`src/rtl/cbm_pkg.sv`:
```
// shared types, codes and constants of the cartridge bank mapper with clock
// no dependencies
package cbm_pkg;

  // fixed bank geometry
  localparam int unsigned ROM_BANK_BYTES = 16384;
  localparam int unsigned RAM_BANK_BYTES = 8192;
  localparam int unsigned ROM_OFS_W      = $clog2(ROM_BANK_BYTES);
  localparam int unsigned RAM_OFS_W      = $clog2(RAM_BANK_BYTES);

  // field widths
  localparam int unsigned CMD_W   = 2;
  localparam int unsigned ADDR_W  = 16;
  localparam int unsigned DATA_W  = 8;
  localparam int unsigned MADDR_W = 21;
  localparam int unsigned RATE_W  = 24;
  localparam int unsigned ACC_W   = 23;
  localparam int unsigned DAYS_W  = 9;

  // clock rate limit
  localparam logic [RATE_W-1:0] RATE_MAX = 24'h80_0000;

  // commands
  localparam logic [CMD_W-1:0] CMD_READ  = 2'd0;
  localparam logic [CMD_W-1:0] CMD_WRITE = 2'd1;
  localparam logic [CMD_W-1:0] CMD_TICK  = 2'd2;

  // result targets
  localparam logic [1:0] TGT_NONE    = 2'd0;
  localparam logic [1:0] TGT_ROM_RD  = 2'd1;
  localparam logic [1:0] TGT_RAM_RD  = 2'd2;
  localparam logic [1:0] TGT_RAM_WR  = 2'd3;

  // configuration register indexes
  localparam logic [1:0] CFG_ROM_BANKS = 2'd0;
  localparam logic [1:0] CFG_RAM_BANKS = 2'd1;
  localparam logic [1:0] CFG_TIMER     = 2'd2;
  localparam logic [1:0] CFG_RATE      = 2'd3;

  // bank select codes
  localparam logic [7:0] SEL_RAM_LAST = 8'h03;
  localparam logic [7:0] SEL_RTC_SEC  = 8'h08;
  localparam logic [7:0] SEL_RTC_MIN  = 8'h09;
  localparam logic [7:0] SEL_RTC_HRS  = 8'h0A;
  localparam logic [7:0] SEL_RTC_DLO  = 8'h0B;
  localparam logic [7:0] SEL_RTC_DHI  = 8'h0C;

  // address window codes on the top three address bits
  localparam logic [2:0] WIN_ENABLE = 3'b000;
  localparam logic [2:0] WIN_ROMSEL = 3'b001;
  localparam logic [2:0] WIN_RAMSEL = 3'b010;
  localparam logic [2:0] WIN_LATCH  = 3'b011;
  localparam logic [2:0] WIN_RAM    = 3'b101;

  // miscellaneous constants
  localparam logic [3:0] ENABLE_KEY = 4'hA;
  localparam logic [7:0] OPEN_BUS   = 8'hFF;
  localparam logic [7:0] LATCH_ARM  = 8'h00;
  localparam logic [7:0] LATCH_FIRE = 8'h01;
  localparam logic [7:0] SEC_LIMIT  = 8'd60;
  localparam logic [7:0] MIN_LIMIT  = 8'd60;
  localparam logic [7:0] HRS_LIMIT  = 8'd24;

  typedef struct packed {
    logic [7:0]        rom_bank_count;
    logic [2:0]        ram_bank_count;
    logic              timer_present;
    logic [RATE_W-1:0] rate;
  } cbm_cfg_t;

  typedef struct packed {
    logic [7:0]        seconds;
    logic [7:0]        minutes;
    logic [7:0]        hours;
    logic [DAYS_W-1:0] days;
    logic              halt;
    logic              day_carry;
  } cbm_time_t;

  typedef struct packed {
    logic              tick;
    logic              latch;
    logic              wr_en;
    logic [7:0]        wr_sel;
    logic [DATA_W-1:0] wr_data;
  } cbm_rtc_ctrl_t;

  typedef struct packed {
    logic [1:0]         target;
    logic [MADDR_W-1:0] mem_address;
    logic [DATA_W-1:0]  mem_write_data;
    logic [DATA_W-1:0]  read_data;
  } cbm_result_t;

endpackage

```
`src/rtl/cbm_cfg.sv`:
```
// configuration register file, rate is stored already clamped
// depends on cbm_pkg
module cbm_cfg (
  input  logic                      clk,
  input  logic                      rst_n,
  input  logic                      cfg_valid,
  output logic                      cfg_ready,
  input  logic [1:0]                cfg_index,
  input  logic [cbm_pkg::RATE_W-1:0] cfg_data,
  output cbm_pkg::cbm_cfg_t         cfg
);
  import cbm_pkg::*;

  cbm_cfg_t          cfg_r;
  cbm_cfg_t          cfg_nxt;
  logic [RATE_W-1:0] rate_clamped;

  assign cfg_ready = 1'b1;
  assign cfg     = cfg_r;

  // zero behaves as one, anything above the limit as the limit
  always_comb begin
    if (cfg_data == '0) begin
      rate_clamped = RATE_W'(1);
    end else if (cfg_data > RATE_MAX) begin
      rate_clamped = RATE_MAX;
    end else begin
      rate_clamped = cfg_data;
    end
  end

  // register write decode
  always_comb begin
    cfg_nxt = cfg_r;
    if (cfg_valid) begin
      case (cfg_index)
        CFG_ROM_BANKS: cfg_nxt.rom_bank_count = cfg_data[7:0];
        CFG_RAM_BANKS: cfg_nxt.ram_bank_count = cfg_data[2:0];
        CFG_TIMER:     cfg_nxt.timer_present  = cfg_data[0];
        CFG_RATE:      cfg_nxt.rate           = rate_clamped;
        default:       cfg_nxt = cfg_r;
      endcase
    end
  end

  always_ff @(posedge clk) begin
    if (!rst_n) begin
      cfg_r.rom_bank_count <= 8'd128;
      cfg_r.ram_bank_count <= 3'd4;
      cfg_r.timer_present  <= 1'b1;
      cfg_r.rate           <= 24'd4194304;
    end else begin
      cfg_r <= cfg_nxt;
    end
  end

endmodule

```
`src/rtl/cbm_rtc.sv`:
```
// real-time clock: tick prescaler, live counters and latched copy
// depends on cbm_pkg
module cbm_rtc (
  input  logic                   clk,
  input  logic                   rst_n,
  input  logic                   fire,
  input  cbm_pkg::cbm_cfg_t      cfg,
  input  cbm_pkg::cbm_rtc_ctrl_t ctrl,
  output cbm_pkg::cbm_time_t     held
);
  import cbm_pkg::*;

  cbm_time_t         live_r, live_nxt;
  cbm_time_t         held_r, held_nxt;
  logic [ACC_W-1:0]  acc_r, acc_nxt;
  logic [RATE_W-1:0] acc_inc;
  logic [RATE_W-1:0] acc_sub;
  logic              second;
  logic [7:0]        sec_inc, min_inc, hrs_inc;
  logic [DAYS_W:0]   days_inc;

  assign held = held_r;

  // prescaler: one add and compare against the clamped rate
  always_comb begin
    acc_inc = {1'b0, acc_r} + RATE_W'(1);
    acc_sub = acc_inc - cfg.rate;
    second  = (acc_inc >= cfg.rate);
  end

  assign sec_inc  = live_r.seconds + 8'd1;
  assign min_inc  = live_r.minutes + 8'd1;
  assign hrs_inc  = live_r.hours + 8'd1;
  assign days_inc = {1'b0, live_r.days} + (DAYS_W+1)'(1);

  // next live time and accumulator
  always_comb begin
    live_nxt = live_r;
    acc_nxt  = acc_r;
    if (ctrl.tick && cfg.timer_present && !live_r.halt) begin
      if (second) begin
        acc_nxt = acc_sub[ACC_W-1:0];
        // seconds, minutes, hours, days rippled in sequence
        if (sec_inc < SEC_LIMIT) begin
          live_nxt.seconds = sec_inc;
        end else begin
          live_nxt.seconds = '0;
          if (min_inc < MIN_LIMIT) begin
            live_nxt.minutes = min_inc;
          end else begin
            live_nxt.minutes = '0;
            if (hrs_inc < HRS_LIMIT) begin
              live_nxt.hours = hrs_inc;
            end else begin
              live_nxt.hours = '0;
              if (days_inc[DAYS_W]) begin
                live_nxt.days      = '0;
                live_nxt.day_carry = 1'b1;
              end else begin
                live_nxt.days = days_inc[DAYS_W-1:0];
              end
            end
          end
        end
      end else begin
        acc_nxt = acc_inc[ACC_W-1:0];
      end
    end else if (ctrl.wr_en) begin
      // bus write to a live clock register
      case (ctrl.wr_sel)
        SEL_RTC_SEC: live_nxt.seconds = ctrl.wr_data;
        SEL_RTC_MIN: live_nxt.minutes = ctrl.wr_data;
        SEL_RTC_HRS: live_nxt.hours   = ctrl.wr_data;
        SEL_RTC_DLO: live_nxt.days    = {live_r.days[DAYS_W-1], ctrl.wr_data};
        default: begin
          live_nxt.days      = {ctrl.wr_data[0], live_r.days[DAYS_W-2:0]};
          live_nxt.halt      = ctrl.wr_data[6];
          live_nxt.day_carry = ctrl.wr_data[7];
        end
      endcase
    end
  end

  // latch takes the live time as it stands before this request
  always_comb begin
    held_nxt = held_r;
    if (ctrl.latch) begin
      held_nxt = live_r;
    end
  end

  always_ff @(posedge clk) begin
    if (!rst_n) begin
      live_r <= '0;
      held_r <= '0;
      acc_r  <= '0;
    end else if (fire) begin
      live_r <= live_nxt;
      held_r <= held_nxt;
      acc_r  <= acc_nxt;
    end
  end

endmodule

```
`src/rtl/cbm_mapper.sv`:
```
// bus decode: bank registers, address mapping and clock register reads
// depends on cbm_pkg
module cbm_mapper (
  input  logic                       clk,
  input  logic                       rst_n,
  input  logic                       fire,
  input  logic [cbm_pkg::CMD_W-1:0]  command,
  input  logic [cbm_pkg::ADDR_W-1:0] address,
  input  logic [cbm_pkg::DATA_W-1:0] write_data,
  input  cbm_pkg::cbm_cfg_t          cfg,
  input  cbm_pkg::cbm_time_t         held,
  output cbm_pkg::cbm_rtc_ctrl_t     ctrl,
  output cbm_pkg::cbm_result_t       result
);
  import cbm_pkg::*;

  logic       enable_r, enable_nxt;
  logic [6:0] rom_bank_r, rom_bank_nxt;
  logic [7:0] select_r, select_nxt;
  logic [7:0] latch_byte_r, latch_byte_nxt;

  logic [2:0] win;
  logic [6:0] rom_phys_bank;
  logic [2:0] ram_mask;
  logic [1:0] ram_phys_bank;
  logic       ram_selected;
  logic       rtc_selected;
  logic [7:0] rtc_read;

  assign win = address[ADDR_W-1:ADDR_W-3];

  // bank arithmetic, count-1 used as a plain mask
  always_comb begin
    logic [7:0] rom_mask;
    rom_mask      = cfg.rom_bank_count - 8'd1;
    rom_phys_bank = rom_bank_r & rom_mask[6:0];
    ram_mask      = cfg.ram_bank_count - 3'd1;
    ram_phys_bank = select_r[1:0] & ram_mask[1:0];
  end

  assign ram_selected = (select_r <= SEL_RAM_LAST) && (cfg.ram_bank_count != 3'd0);
  assign rtc_selected = cfg.timer_present && (select_r >= SEL_RTC_SEC)
                        && (select_r <= SEL_RTC_DHI);

  // latched clock register read
  always_comb begin
    case (select_r)
      SEL_RTC_SEC: rtc_read = held.seconds;
      SEL_RTC_MIN: rtc_read = held.minutes;
      SEL_RTC_HRS: rtc_read = held.hours;
      SEL_RTC_DLO: rtc_read = held.days[7:0];
      default:     rtc_read = {held.day_carry, held.halt, 5'd0, held.days[DAYS_W-1]};
    endcase
  end

  // request decode
  always_comb begin
    result         = '0;
    ctrl           = '0;
    enable_nxt     = enable_r;
    rom_bank_nxt   = rom_bank_r;
    select_nxt     = select_r;
    latch_byte_nxt = latch_byte_r;
    ctrl.wr_sel    = select_r;
    ctrl.wr_data   = write_data;
    case (command)
      CMD_READ: begin
        if (address[ADDR_W-1:ADDR_W-2] == 2'b00) begin
          result.target      = TGT_ROM_RD;
          result.mem_address = MADDR_W'(address);
        end else if (address[ADDR_W-1:ADDR_W-2] == 2'b01) begin
          result.target      = TGT_ROM_RD;
          result.mem_address = {rom_phys_bank, address[ROM_OFS_W-1:0]};
        end else if (win == WIN_RAM && enable_r) begin
          if (select_r <= SEL_RAM_LAST) begin
            if (ram_selected) begin
              result.target      = TGT_RAM_RD;
              result.mem_address = MADDR_W'({ram_phys_bank, address[RAM_OFS_W-1:0]});
            end else begin
              result.read_data = OPEN_BUS;
            end
          end else if (rtc_selected) begin
            result.read_data = rtc_read;
          end else begin
            result.read_data = OPEN_BUS;
          end
        end else begin
          result.read_data = OPEN_BUS;
        end
      end
      CMD_WRITE: begin
        case (win)
          WIN_ENABLE: enable_nxt = (write_data[3:0] == ENABLE_KEY);
          WIN_ROMSEL: rom_bank_nxt = (write_data[6:0] == 7'd0) ? 7'd1 : write_data[6:0];
          WIN_RAMSEL: select_nxt = write_data;
          WIN_LATCH: begin
            ctrl.latch     = (latch_byte_r == LATCH_ARM) && (write_data == LATCH_FIRE);
            latch_byte_nxt = write_data;
          end
          WIN_RAM: begin
            if (enable_r) begin
              if (select_r <= SEL_RAM_LAST) begin
                if (ram_selected) begin
                  result.target         = TGT_RAM_WR;
                  result.mem_address    =
                    MADDR_W'({ram_phys_bank, address[RAM_OFS_W-1:0]});
                  result.mem_write_data = write_data;
                end
              end else begin
                ctrl.wr_en = rtc_selected;
              end
            end
          end
          default: ;
        endcase
      end
      CMD_TICK: ctrl.tick = 1'b1;
      default: ;
    endcase
  end

  always_ff @(posedge clk) begin
    if (!rst_n) begin
      enable_r     <= 1'b0;
      rom_bank_r   <= 7'd1;
      select_r     <= 8'd0;
      latch_byte_r <= 8'hFF;
    end else if (fire) begin
      enable_r     <= enable_nxt;
      rom_bank_r   <= rom_bank_nxt;
      select_r     <= select_nxt;
      latch_byte_r <= latch_byte_nxt;
    end
  end

endmodule

```
`src/rtl/cartridge_bank_mapper_rtc.sv`:
```
// top level of the cartridge bank mapper with real-time clock
// depends on cbm_pkg, cbm_cfg, cbm_mapper and cbm_rtc
//
// Usage:
//   in_*  : one request per accept (in_valid high, in_stall low): a bus read,
//           a bus write or one clock tick, with address and write data.
//   out_* : exactly one result per request, in order: target, physical
//           memory address, byte to store and the value of a read answered
//           here. Taken when out_valid is high and out_stall low.
//   cfg_* : register writes (bank counts, timer present, ticks per second);
//           cfg_ready is always high; the user writes only while the block is
//           idle, which the block itself does not enforce.
// Path: the input register takes the request when accepted, then decode and
//   state update fill the result register once out_stall lets it fire.
// Throughput: one request per cycle while out_stall is low; each request
//   reads mapper and clock state left by its predecessor via one decode stage.
// Reset: synchronous, active low; bank registers and clock counters take
//   their power-on values, both stages empty, configuration at defaults.
// Stall: with out_stall high the result register holds, the input register
//   fills and then in_stall rises; nothing is dropped.
module cartridge_bank_mapper_rtc (
  input  logic                        clk,
  input  logic                        rst_n,
  input  logic                        in_valid,
  output logic                        in_stall,
  input  logic [cbm_pkg::CMD_W-1:0]   in_command,
  input  logic [cbm_pkg::ADDR_W-1:0]  in_address,
  input  logic [cbm_pkg::DATA_W-1:0]  in_write_data,
  output logic                        out_valid,
  input  logic                        out_stall,
  output logic [1:0]                  out_target,
  output logic [cbm_pkg::MADDR_W-1:0] out_mem_address,
  output logic [cbm_pkg::DATA_W-1:0]  out_mem_write_data,
  output logic [cbm_pkg::DATA_W-1:0]  out_read_data,
  input  logic                        cfg_valid,
  output logic                        cfg_ready,
  input  logic [1:0]                  cfg_index,
  input  logic [cbm_pkg::RATE_W-1:0]  cfg_data
);
  import cbm_pkg::*;

  logic              s1_valid_r, s1_valid_nxt;
  logic [CMD_W-1:0]  s1_cmd_r;
  logic [ADDR_W-1:0] s1_addr_r;
  logic [DATA_W-1:0] s1_data_r;
  logic              out_valid_r, out_valid_nxt;
  cbm_result_t       res_r;
  cbm_result_t       res;
  cbm_cfg_t          cfg;
  cbm_time_t         held;
  cbm_rtc_ctrl_t     ctrl;
  logic              fire;
  logic              in_take;

  // stage handshake
  assign fire     = s1_valid_r && (!out_valid_r || !out_stall);
  assign in_stall = s1_valid_r && !fire;
  assign in_take  = in_valid && !in_stall;

  always_comb begin
    s1_valid_nxt  = in_take || (s1_valid_r && !fire);
    out_valid_nxt = fire || (out_valid_r && out_stall);
  end

  // input register
  always_ff @(posedge clk) begin
    if (!rst_n) begin
      s1_valid_r <= 1'b0;
    end else begin
      s1_valid_r <= s1_valid_nxt;
    end
  end

  always_ff @(posedge clk) begin
    if (in_take) begin
      s1_cmd_r  <= in_command;
      s1_addr_r <= in_address;
      s1_data_r <= in_write_data;
    end
  end

  cbm_cfg u_cfg (
    .clk       (clk),
    .rst_n     (rst_n),
    .cfg_valid (cfg_valid),
    .cfg_ready (cfg_ready),
    .cfg_index (cfg_index),
    .cfg_data  (cfg_data),
    .cfg       (cfg)
  );

  cbm_mapper u_mapper (
    .clk        (clk),
    .rst_n      (rst_n),
    .fire       (fire),
    .command    (s1_cmd_r),
    .address    (s1_addr_r),
    .write_data (s1_data_r),
    .cfg        (cfg),
    .held       (held),
    .ctrl       (ctrl),
    .result     (res)
  );

  cbm_rtc u_rtc (
    .clk   (clk),
    .rst_n (rst_n),
    .fire  (fire),
    .cfg   (cfg),
    .ctrl  (ctrl),
    .held  (held)
  );

  // result register
  always_ff @(posedge clk) begin
    if (!rst_n) begin
      out_valid_r <= 1'b0;
    end else begin
      out_valid_r <= out_valid_nxt;
    end
  end

  always_ff @(posedge clk) begin
    if (fire) begin
      res_r <= res;
    end
  end

  assign out_valid          = out_valid_r;
  assign out_target         = res_r.target;
  assign out_mem_address    = res_r.mem_address;
  assign out_mem_write_data = res_r.mem_write_data;
  assign out_read_data      = res_r.read_data;

endmodule
```
`config.mk`:
```
export PLATFORM = sky130hd
export DESIGN_NAME = cartridge_bank_mapper_rtc
export DESIGN_NICKNAME = d
export VERILOG_FILES = /design/src/rtl/cbm_pkg.sv /design/src/rtl/cbm_cfg.sv /design/src/rtl/cbm_rtc.sv /design/src/rtl/cbm_mapper.sv /design/src/rtl/cartridge_bank_mapper_rtc.sv
export SDC_FILE = /design/constraint.sdc
export NUM_CORES = 1
export LEC_CHECK = 0
export ABC_AREA = 1
export BUFFER_PORTS_ARGS = -buffer_cell sky130_fd_sc_hd__buf_2
export CAP_MARGIN = 40
export CELL_PAD_IN_SITES_DETAIL_PLACEMENT = 0
export CELL_PAD_IN_SITES_GLOBAL_PLACEMENT = 1
export CORE_ASPECT_RATIO = 1.25
export CORE_UTILIZATION = 45
export DETAILED_ROUTE_END_ITERATION = 10
export GPL_TIMING_DRIVEN = 0
export PLACE_DENSITY_LB_ADDON = 0.2
export SLEW_MARGIN = 40
export SYNTH_ARGS = -nofsm -noshare
export SYNTH_HDL_FRONTEND = slang
export SYNTH_SLANG_ARGS = --single-unit
```
`constraint.sdc`:
```
create_clock -name clk -period 8.9 [get_ports clk]
set_input_delay 0.445 -clock clk [delete_from_list [all_inputs] [get_ports clk]]
set_output_delay 0.445 -clock clk [all_outputs]
set_load 0.02 [all_outputs]
```
==> flow_summary.toml, run 1 <==
[global_routing]
grt_first_pass_wirelength_mm = 54.1
grt_start_max_net_pins = 29
antenna_found_initial = 0
top_usage_layer = "met2"
met3_layer_usage_reported_by_global_route_pct = 2.14
gr-total-overflow = 0
grt.met2_usage_pct = 48.7
grt.total_usage_pct = 26.0
grt_pass1_vias = 10400
met1_track_utilization_from_global_routing_pct = 30.0

[layout]
fillCellCount = 2564
area_growth_from_synthesis_to_final_layout_pct = 15.2
final_design_area_no_fill_um2 = 13400
nets_finish = 1806
ant_cells = 0
layout-drive-gt1-share_pct = 11.5
layout.cells.most_common_list = "354 x sky130_fd_sc_hd__nand2_1, 212 x sky130_fd_sc_hd__inv_1, 203 x sky130_fd_sc_hd__nor2_1"
final_common_cell = "sky130_fd_sc_hd__nand2_1"

[worst_setup_path]
cp-startpoint = "u_rtc.acc_r[2]$_SDFFE_PN0P_"
critPathArrivalTime_ns = 4.24
regToRegSetupSlack_ns = 5.08
worstSetupEndpoint = "u_rtc.live_r[17]$_SDFFE_PN0P_"
worstSetupPathType = "flip-flop to flip-flop"
cp_slowest_cell = "sky130_fd_sc_hd__dfxtp_1"
timing.critical_path.cells = "inv_1 -> nor2_1 -> nand3_1 -> nor3_1 -> xor2_1 -> inv_1 -> ha_1 -> nand2_1 -> nor2_1 -> nand2_1 -> nor2_1 -> nand2_1 -> nand3_2 -> nand2_4 -> nand2_4 -> buf_2 -> nand4_1 -> nand2_1 -> nor2_1"
critical_path_peak_fanout = 10
critical_path.startpoint_type = "flip-flop"
register_to_register_path_depth = 19
delay_of_the_slowest_cell_on_the_worst_path_ns = 0.39
worst_r2r_endpoint = "u_rtc.live_r[17]$_SDFFE_PN0P_"
required_worst_endpoint_ns = 9.32
timing.critical_path.to_type = "flip-flop"
reg2reg_from = "u_rtc.acc_r[2]$_SDFFE_PN0P_"

[detailed_routing]
num_vias = 10600
remaining_drc_errors = 0
drt-pass1-iter-count = 5
route.antenna.remaining_nets = 0
drt_iter0_markers = 577
vias_per_cell = 5.13
route.final.wire_length_mm = 34.0
avgRoutedWirePerCell_um = 16.4

[yosys]
synth_compound_gate_area_share_pct = 14.2
synth_top_family_by_area = "simple AND/OR/NAND/NOR gates"
yosys.area_share.simple_pct = 26.9
post_synth_instance_area_um2 = 11700
cell_count_after_synthesis = 1594
xor_and_xnor_area_share_after_synthesis_pct = 2.86
ys.flop_type = "sky130_fd_sc_hd__dfxtp_1"
yosys_warnings = 0
synth_edf_count = 65
synth_fp_nets = 1683
synthDistinctLibCells = 55
asyncSetResetFlopFracSynth_pct = 0
proportion_of_synthesized_area_in_mux_cells_pct = 0
syn_avg_cell_area_um2 = 7.31
synth.yosys.seq_area_share_pct = 43.2
ys_seq_elements = 219
synth_adder_area_share_pct = 3.50

[cts]
worstSkewPairLatency_ns = 0.54
cts_tree = "done"
clock-sinks = 219
cts_setup_buffers = 0
ctsHoldBuffers = 0
path_clk_slew_ns = 0.06
numCtsBuffers = 24
cts.repair.resized = 0
cts-htree-levels = 1
cts_max_path_buffers = 3
clock_tree.root_cell = "sky130_fd_sc_hd__clkbuf_16"

[timing]
maxClockFrequency_ghz = 0.262
worst-slew-pin-transition_ns = 0.727
fin_ws_ns = 5.08
totalNegativeSetupSlack_ns = 0
final.setup_skew_ns = 0.0296
hold_viol_final = 0
slew_viol_final = 0
post-route-period-util_pct = 42.9
worst_slew_margin_rel_pct = 51.5
post-route-min-period_ns = 3.82
timing.final.setup_violations = 0
holdWs_ns = 0.0745
rsz_0062_raised_after_global_routing = "no"

[place]
place.detailed.hpwl_mm = 26.4
io_buffer_count = 96
placement_cell_area_um2 = 12600
place_ws_ns = 5.15
gp_congestion = 0.948

[power]
power.density_nw_per_um2 = 177
combPwrFrac_pct = 10.0
power.static_leakage_uw = 0.00602
pwr-share-seq_pct = 45.0
vdd_drop_max_v = 0.000169
switchingPower_uw = 601
power_frac_clock_pct = 45.0
swShare_pct = 25.3
cellInternalPower_uw = 1770

[hold_path]
depth_of_the_worst_hold_timing_path = 1
min_path_type = "input pin to flip-flop"

[floorplanning]
boundaryPins = 99
initial_core_util_pct = 45.9
site_rows = 65
dieArea_um2 = 26500
core_area_um2 = 25400
die-width_um = 146
die_h_um = 182

[run_status]
run_status = "completed"

[flow_run]
max_capacitance_violation_count = 0
## power groups by stage
stage / sequential [uW] / clock, uW / combinational, uW
2_1_floorplan: 1100 / 0 / 147
3_3_place_gp: 1090 / 0 / 232
3_5_place_dp: 1090 / 0 / 235
4_1_cts: 1070 / 1090 / 237
5_1_grt: 1070 / 1130 / 265
6_report: 1070 / 1070 / 237
## worst min path at each step
| stage | end | startpoint | slack [ns] |
|---|---|---|---|
| global placement | u_cfg.cfg[8]$_SDFFE_PN0P_ | u_cfg.cfg[8]$_SDFFE_PN0P_ | 0.45 |
| global route | s1_addr_r[3]$_DFFE_PP_ | in_address[3] | 0.06 |
| detailed placement | u_cfg.cfg[2]$_SDFFE_PN0P_ | u_cfg.cfg[2]$_SDFFE_PN0P_ | 0.46 |
| finish | s1_addr_r[5]$_DFFE_PP_ | in_address[5] | 0.07 |
| CTS | s1_cmd_r[0]$_DFFE_PP_ | in_command[0] | 0.06 |
| floorplan | u_rtc.held[0]$_SDFFE_PN0P_ | u_rtc.live_r[0]$_SDFFE_PN0P_ | 0.42 |
## stage by stage
stage | utilization, % | std cells | power [uW]
after floorplan | - | 1594 | 1240
after global placement | 49.5 | 2025 | 1320
after CTS | 52.9 | 2069 | 2390
final | 52.9 | 2069 | 2370
after global routing | 52.9 | 2069 | 2460
after detailed placement | 49.5 | 2026 | 1320
## cells in the mapped netlist, types with 5 or more instances
| cell type | instances | share of area, % |
|---|---|---|
| sky130_fd_sc_hd__a21oi_1 | 139 | 6.0 |
| sky130_fd_sc_hd__a31oi_1 | 5 | 0.27 |
| sky130_fd_sc_hd__buf_2 | 15 | 0.64 |
| sky130_fd_sc_hd__clkbuf_1 | 17 | 0.55 |
| sky130_fd_sc_hd__dfxtp_1 | 154 | 26 |
| sky130_fd_sc_hd__edfxtp_1 | 65 | 17 |
| sky130_fd_sc_hd__ha_1 | 31 | 3.3 |
| sky130_fd_sc_hd__inv_1 | 214 | 6.9 |
| sky130_fd_sc_hd__inv_2 | 11 | 0.35 |
| sky130_fd_sc_hd__nand2_1 | 354 | 11 |
| sky130_fd_sc_hd__nand3_1 | 77 | 3.3 |
| sky130_fd_sc_hd__nand4_1 | 33 | 1.8 |
| sky130_fd_sc_hd__nor2_1 | 203 | 6.5 |
| sky130_fd_sc_hd__nor3_1 | 24 | 1.0 |
| sky130_fd_sc_hd__o211ai_1 | 16 | 1.0 |
| sky130_fd_sc_hd__o21ai_0 | 120 | 5.2 |
| sky130_fd_sc_hd__o21bai_1 | 5 | 0.32 |
| sky130_fd_sc_hd__o31ai_1 | 5 | 0.32 |
| sky130_fd_sc_hd__xnor2_1 | 10 | 0.75 |
| sky130_fd_sc_hd__xor2_1 | 28 | 2.1 |
## final cells by class
| cell class | count | area, um^2 | area share [%] |
|---|---|---|---|
| multi-input combinational | 1104 | 5530 | 41.2 |
| sequential | 219 | 5030 | 37.5 |
| inverter | 228 | 862 | 6.42 |
| clock buffer | 30 | 654 | 4.87 |
| timing repair buffer | 97 | 500 | 3.73 |
| tap | 335 | 419 | 3.12 |
| buffer | 43 | 221 | 1.65 |
| clock inverter | 13 | 200 | 1.49 |
## sequential cells by signal (all words and copies together) (netlist names)
register / count
u_mapper.latch_byte_r: 8
out_mem_address: 21
u_rtc.acc_r: 23
out_read_data: 8
u_mapper.enable_r: 1
u_rtc.live_r: 35
out_target: 2
s1_data_r: 8
out_mem_write_data: 8
s1_cmd_r: 2
out_valid: 1
u_mapper.select_r: 8
u_mapper.rom_bank_r: 7
u_cfg.cfg: 35
u_rtc.held: 35
s1_valid_r: 1
s1_addr_r: 16
## cells by family after synthesis
| kind of cell | count (synthesis) |
|---|---|
| simple gates | 725 |
| compound gates | 308 |
| buf+inv | 271 |
| flops | 219 |
| xor+xnor | 38 |
| fa+ha+maj | 32 |
| other cells | 1 |
## critical path, delay by kind of cell, from the launching register on
family	cells	cell delay [ns]
fa+ha+maj	1	0.35
buf+inv	3	0.42
flops	1	0.39
xor+xnor	1	0.23
simple gates	14	2.29
## metal layers
metal	vias up	routed length, um	share of wire, %
met5	-	0	0
met4	0	1390	4.1
met3	74	1060	3.1
met2	239	17500	51
met1	4841	14100	41
li1	5463	-	-
Power figures use the tool's default switching activity.
==> run 2, diff against run 1 <==
- CORE_UTILIZATION: 45 -> 40
- clock period: 8.9 -> 3.21 ns (I/O delays scaled with it)
==> flow_summary.toml, run 2 (synthesis results as in run 1) <==
[detailed_routing]
route.final.wire_length_mm = 36.4
num_vias = 10900
avgRoutedWirePerCell_um = 16.5
remaining_drc_errors = 0
drt_iter0_markers = 579
route.antenna.remaining_nets = 0
drt-pass1-iter-count = 5
vias_per_cell = 4.95

[power]
power.density_nw_per_um2 = 445
power.static_leakage_uw = 0.00644
vdd_drop_max_v = 0.000333

[place]
place_ws_ns = -0.576
gp_congestion = 0.923
placement_cell_area_um2 = 12600
io_buffer_count = 96
place.detailed.hpwl_mm = 27.3

[global_routing]
grt_pass1_vias = 10900
antenna_found_initial = 0
grt_first_pass_wirelength_mm = 57.2
grt_start_max_net_pins = 29
grt.total_usage_pct = 24.9
gr-total-overflow = 0

[timing]
final.setup_skew_ns = 0.00746
totalNegativeSetupSlack_ns = 0
maxClockFrequency_ghz = 0.328
post-route-period-util_pct = 94.9
worst_slew_margin_rel_pct = 47.4
worst-slew-pin-transition_ns = 0.789
slew_viol_final = 0
timing.final.setup_violations = 0
post-route-min-period_ns = 3.05
hold_viol_final = 0
fin_ws_ns = 0.164

[hold_path]
min_path_type = "input pin to flip-flop"

[floorplanning]
initial_core_util_pct = 40.8
core_area_um2 = 28600
boundaryPins = 99
dieArea_um2 = 29800
die_h_um = 193
die-width_um = 155
site_rows = 69

[layout]
final_common_cell = "sky130_fd_sc_hd__nand2_1"
nets_finish = 1883
layout.cells.most_common_list = "343 x sky130_fd_sc_hd__nand2_1, 206 x sky130_fd_sc_hd__inv_1, 196 x sky130_fd_sc_hd__nor2_1"
ant_cells = 0
area_growth_from_synthesis_to_final_layout_pct = 25.1
final_design_area_no_fill_um2 = 14600
finish.utilization_pct = 51.0
layout-drive-gt1-share_pct = 15.5

[cts]
cts_max_path_buffers = 3
numCtsBuffers = 25
cts_tree = "done"
path_clk_slew_ns = 0.06
worstSkewPairLatency_ns = 0.54
clock_tree.root_cell = "sky130_fd_sc_hd__clkbuf_16"
cts-htree-levels = 1
clock-sinks = 219

[worst_setup_path]
timing.critical_path.to_type = "flip-flop"
required_worst_endpoint_ns = 3.69
critical_path_peak_fanout = 7
critical_path.startpoint_type = "flip-flop"
worstSetupPathType = "flip-flop to flip-flop"
critPathArrivalTime_ns = 3.53

[run_status]
run_status = "completed"

[flow_run]
max_capacitance_violation_count = 0
==> run 2: cell types whose count changed in the layout (fill, tap and decap cells not counted), moves of 8 or more <==
cell and delta:
sky130_fd_sc_hd__nand2_1 -11, sky130_fd_sc_hd__ha_4 +8, sky130_fd_sc_hd__dfxtp_1 -12, sky130_fd_sc_hd__buf_4 +17, sky130_fd_sc_hd__dlygate4sd3_1 +55, sky130_fd_sc_hd__nand2_2 +8, sky130_fd_sc_hd__ha_1 -9
==> run 2: cell type report <==
cell class | count | area, um^2
Fill cell | 2802 | 14000
Buffer | 43 | 230
Clock buffer | 37 | 711
Multi-Input combinational cell | 1104 | 5910
Clock inverter | 8 | 77.6
Inverter | 228 | 865
Timing Repair Buffer | 173 | 1220
Sequential cell | 219 | 5060
Tap cell | 390 | 488
==> run 2: critical path, cell delays in order, from the launching register on <==
cell,delay (ns)
sky130_fd_sc_hd__dfxtp_4,0.38
sky130_fd_sc_hd__inv_2,0.06
sky130_fd_sc_hd__nor3_4,0.21
sky130_fd_sc_hd__buf_6,0.13
sky130_fd_sc_hd__nand4_1,0.14
sky130_fd_sc_hd__nor2_1,0.18
sky130_fd_sc_hd__xor2_1,0.29
sky130_fd_sc_hd__ha_1,0.34
sky130_fd_sc_hd__nand2_2,0.12
sky130_fd_sc_hd__nor2_4,0.05
sky130_fd_sc_hd__nand2_2,0.08
sky130_fd_sc_hd__nor2_1,0.05
sky130_fd_sc_hd__nand2_1,0.10
sky130_fd_sc_hd__nand3_4,0.13
sky130_fd_sc_hd__buf_6,0.15
sky130_fd_sc_hd__nor2_4,0.14
sky130_fd_sc_hd__buf_6,0.15
sky130_fd_sc_hd__nand2_1,0.05
sky130_fd_sc_hd__o211ai_1,0.10
sky130_fd_sc_hd__nand2_1,0.07
sky130_fd_sc_hd__inv_1,0.06
==> run 2: where the power goes <==
| part | internal, uW | switching [uW] | total [uW] |
|---|---|---|---|
| registers | 2910 | 39.7 | 2950 |
| logic | 283 | 484 | 767 |
| clock network | 1610 | 1140 | 2760 |
| total | 4810 | 1670 | 6480 |
==> run 2: metrics by stage <==
stage	std cells	total power [uW]	hold WS, ns
6_report	2202	6480	0.331
5_1_grt	2202	6740	0.322
4_1_cts	2190	6500	0.307
3_5_place_dp	2081	3680	0.339
3_3_place_gp	2080	3670	0.337
2_1_floorplan	1594	3450	0.259
==> run 2: worst paths after layout <==
check,start,endpoint,slack (ns),depth (start not counted)
max,u_rtc.acc_r[3]$_SDFFE_PN0P_,u_rtc.acc_r[10]$_SDFFE_PN0P_,0.16,20
min,in_address[6],s1_addr_r[6]$_DFFE_PP_,0.33,2
max reg2reg,u_rtc.acc_r[3]$_SDFFE_PN0P_,u_rtc.acc_r[10]$_SDFFE_PN0P_,0.16,20
min reg2reg,u_cfg.cfg[2]$_SDFFE_PN0P_,u_cfg.cfg[2]$_SDFFE_PN0P_,0.47,2
==> run 2: repair_timing <==
| item | CTS | global route |
|---|---|---|
| resized for setup | 32 | 66 |
| setup buffers | 9 | 12 |
| pin swaps | 9 | 25 |
| hold buffers | 55 | 0 |
| endpoints found under the setup margin | 57 | 57 |
| endpoints found under the hold margin | 63 | 0 |
==> run 2: metal layers <==
| layer | vias to the layer above | global-route usage, % | part of all wire [%] |
|---|---|---|---|
| li1 | 5602 | - | - |
| met1 | 4989 | 28.2 | 42 |
| met2 | 224 | 46.7 | 50 |
| met3 | 79 | 2.40 | 3.2 |
| met4 | 0 | 11.7 | 4.7 |
| met5 | - | 0 | 0 |
==> run 3, diff against run 2 <==
- BUFFER_PORTS_ARGS: -buffer_cell sky130_fd_sc_hd__buf_2 -> -buffer_cell sky130_fd_sc_hd__buf_4
- CORE_ASPECT_RATIO: 1.25 -> 1.2
==> flow_summary.toml, run 3 (synthesis results as in run 1) <==
[run_status]
run_status = "completed"

[detailed_routing]
route.final.wire_length_mm = 36.3
drt-pass1-iter-count = 5
route.antenna.remaining_nets = 0
drt_iter0_markers = 626
remaining_drc_errors = 0
vias_per_cell = 5.01
num_vias = 11000
avgRoutedWirePerCell_um = 16.5

[timing]
rsz_0062_raised_after_global_routing = "yes"
maxClockFrequency_ghz = 0.318
final.setup_skew_ns = 0.0167
worst-slew-pin-transition_ns = 0.691
hold_viol_final = 0
post-route-min-period_ns = 3.15
slew_viol_final = 0
holdWs_ns = 0.336
timing.final.setup_violations = 0
post-route-period-util_pct = 98.0
worst_slew_margin_rel_pct = 53.9

[worst_setup_path]
register_to_register_path_depth = 19
required_worst_endpoint_ns = 3.63
worstSetupPathType = "flip-flop to flip-flop"
reg2reg_from = "u_rtc.acc_r[17]$_SDFFE_PN0P_"
regToRegSetupSlack_ns = 0.06
timing.critical_path.to_type = "flip-flop"
critical_path_peak_fanout = 7
critical_path.startpoint_type = "flip-flop"
worst_r2r_endpoint = "u_rtc.live_r[10]$_SDFFE_PN0P_"
timing.critical_path.cells = "inv_1 -> nor2_2 -> nand2_1 -> nor2_1 -> nand4_1 -> xor2_1 -> inv_1 -> ha_2 -> a21oi_1 -> nand2_1 -> a21oi_2 -> nand3_4 -> nand2_8 -> nand2_8 -> buf_4 -> nand3_1 -> nand2_1 -> nand2_1 -> nor2_1"
cp_slowest_cell = "sky130_fd_sc_hd__dfxtp_1"
delay_of_the_slowest_cell_on_the_worst_path_ns = 0.35
crit_top_cell = "sky130_fd_sc_hd__nand2_1"
critPathArrivalTime_ns = 3.57

[cts]
path_clk_slew_ns = 0.06
clock_tree.root_cell = "sky130_fd_sc_hd__clkbuf_16"
cts_tree = "done"
cts_max_path_buffers = 3
cts-htree-levels = 1
worstSkewPairLatency_ns = 0.54
numCtsBuffers = 24
clock-sinks = 219

[power]
swShare_pct = 25.2
power.static_leakage_uw = 0.00657
vdd_drop_max_v = 0.000401
switchingPower_uw = 1690
pwr-share-seq_pct = 44.0
combPwrFrac_pct = 11.8
power.total_uw = 6720
power.density_nw_per_um2 = 449
cellInternalPower_uw = 5020
power_frac_clock_pct = 44.2

[hold_path]
depth_of_the_worst_hold_timing_path = 2
min_path_type = "input pin to flip-flop"
hold_start = "in_address[3]"
holdPathEnd = "s1_addr_r[3]$_DFFE_PP_"

[place]
place.detailed.instances = 2075
gp_congestion = 0.946
place.detailed.hpwl_mm = 27.2
io_buffer_count = 96

[layout]
finish.utilization_pct = 52.1
nets_finish = 1891
ant_cells = 0
layout-drive-gt1-share_pct = 16.8
final_common_cell = "sky130_fd_sc_hd__nand2_1"
final-instance-count-excl-fill = 2204
area_growth_from_synthesis_to_final_layout_pct = 28.3
layout.cells.most_common_list = "339 x sky130_fd_sc_hd__nand2_1, 203 x sky130_fd_sc_hd__inv_1, 193 x sky130_fd_sc_hd__nor2_1"

[global_routing]
grt_start_max_net_pins = 41
gr-total-overflow = 0
antenna_found_initial = 0
grt.total_usage_pct = 24.5
grt_first_pass_wirelength_mm = 56.5
grt_pass1_vias = 10800

[floorplanning]
die-width_um = 158
die_h_um = 189
dieArea_um2 = 29800
boundaryPins = 99
initial_core_util_pct = 40.6
site_rows = 68
core_area_um2 = 28700

[flow_run]
max_capacitance_violation_count = 0
-- run 3: how the worst max path moves through the flow --
stage                     cells after the start                    startpoint  slack (ns)                             to
after floorplan                              20   u_rtc.acc_r[2]$_SDFFE_PN0P_        0.25   u_rtc.live_r[4]$_SDFFE_PN0P_
after global placement                       20   u_rtc.acc_r[2]$_SDFFE_PN0P_       -0.46   u_rtc.live_r[6]$_SDFFE_PN0P_
after detailed placement                     19   u_rtc.acc_r[0]$_SDFFE_PN0P_       -0.50   u_rtc.live_r[3]$_SDFFE_PN0P_
after CTS                                    21   u_rtc.acc_r[5]$_SDFFE_PN0P_       0.004  u_rtc.live_r[13]$_SDFFE_PN0P_
after global routing                         21  u_rtc.acc_r[11]$_SDFFE_PN0P_       -0.02  u_rtc.live_r[26]$_SDFFE_PN0P_
final                                        19  u_rtc.acc_r[17]$_SDFFE_PN0P_        0.06  u_rtc.live_r[10]$_SDFFE_PN0P_
-- run 3: per-stage QoR --
step	setup TNS (ns)	worst slack (ns)	area, um^2
detailed placement	-22.05	-0.500	12900
CTS	0	0.00448	14500
global route	-0.174	-0.0245	14900
global placement	-22.12	-0.465	12900
floorplan	0	0.248	11700
finish	0	0.0630	14900
-- run 3: area by class of cell --
| type | instances | area [um^2] |
|---|---|---|
| Tap cell | 385 | 482 |
| Clock buffer | 32 | 671 |
| Multi-Input combinational cell | 1104 | 5930 |
| Buffer | 43 | 234 |
| Clock inverter | 11 | 186 |
| Inverter | 228 | 868 |
| Sequential cell | 219 | 5060 |
| Timing Repair Buffer | 182 | 1520 |
| Fill cell | 2799 | 13700 |
-- run 3: power by group through the flow --
stage	clock network (uW)	registers (uW)	logic (uW)
floorplan	0	3040	408
global placement	0	3020	681
detailed placement	0	3020	686
CTS	3020	2960	759
global route	3130	2960	876
finish	2970	2960	793
-- run 3: worst max-delay path: cells and delay by family, from the launching register on --
kind / cells / cell delay [ns]
flip-flops: 1 / 0.35
adder cells (fa/ha/maj): 1 / 0.32
AO/OA/AOI/OAI: 2 / 0.44
AND/OR/NAND/NOR: 12 / 1.31
buffers and inverters: 3 / 0.40
XOR/XNOR: 1 / 0.20
-- run 3: metal layers --
layer  global-route usage, %  routed length [um]  share of wire, %  vias up
met5                       0                   0                 0        -
met2                    44.7               18600                51      253
met1                    28.9               15000                41     5087
met4                    10.6                1430               3.9        0
met3                    2.17                1300               3.6       65
li1                        -                   -                 -     5636
-- run 3: repair_timing --
action / CTS / global route
buffers inserted: 15 / 14
resized for setup: 30 / 78
gates cloned: 0 / 1
hold endpoints to repair: 63 / 0
hold buffers: 56 / 0
setup endpoints to repair: 57 / 57
pin swaps: 12 / 30
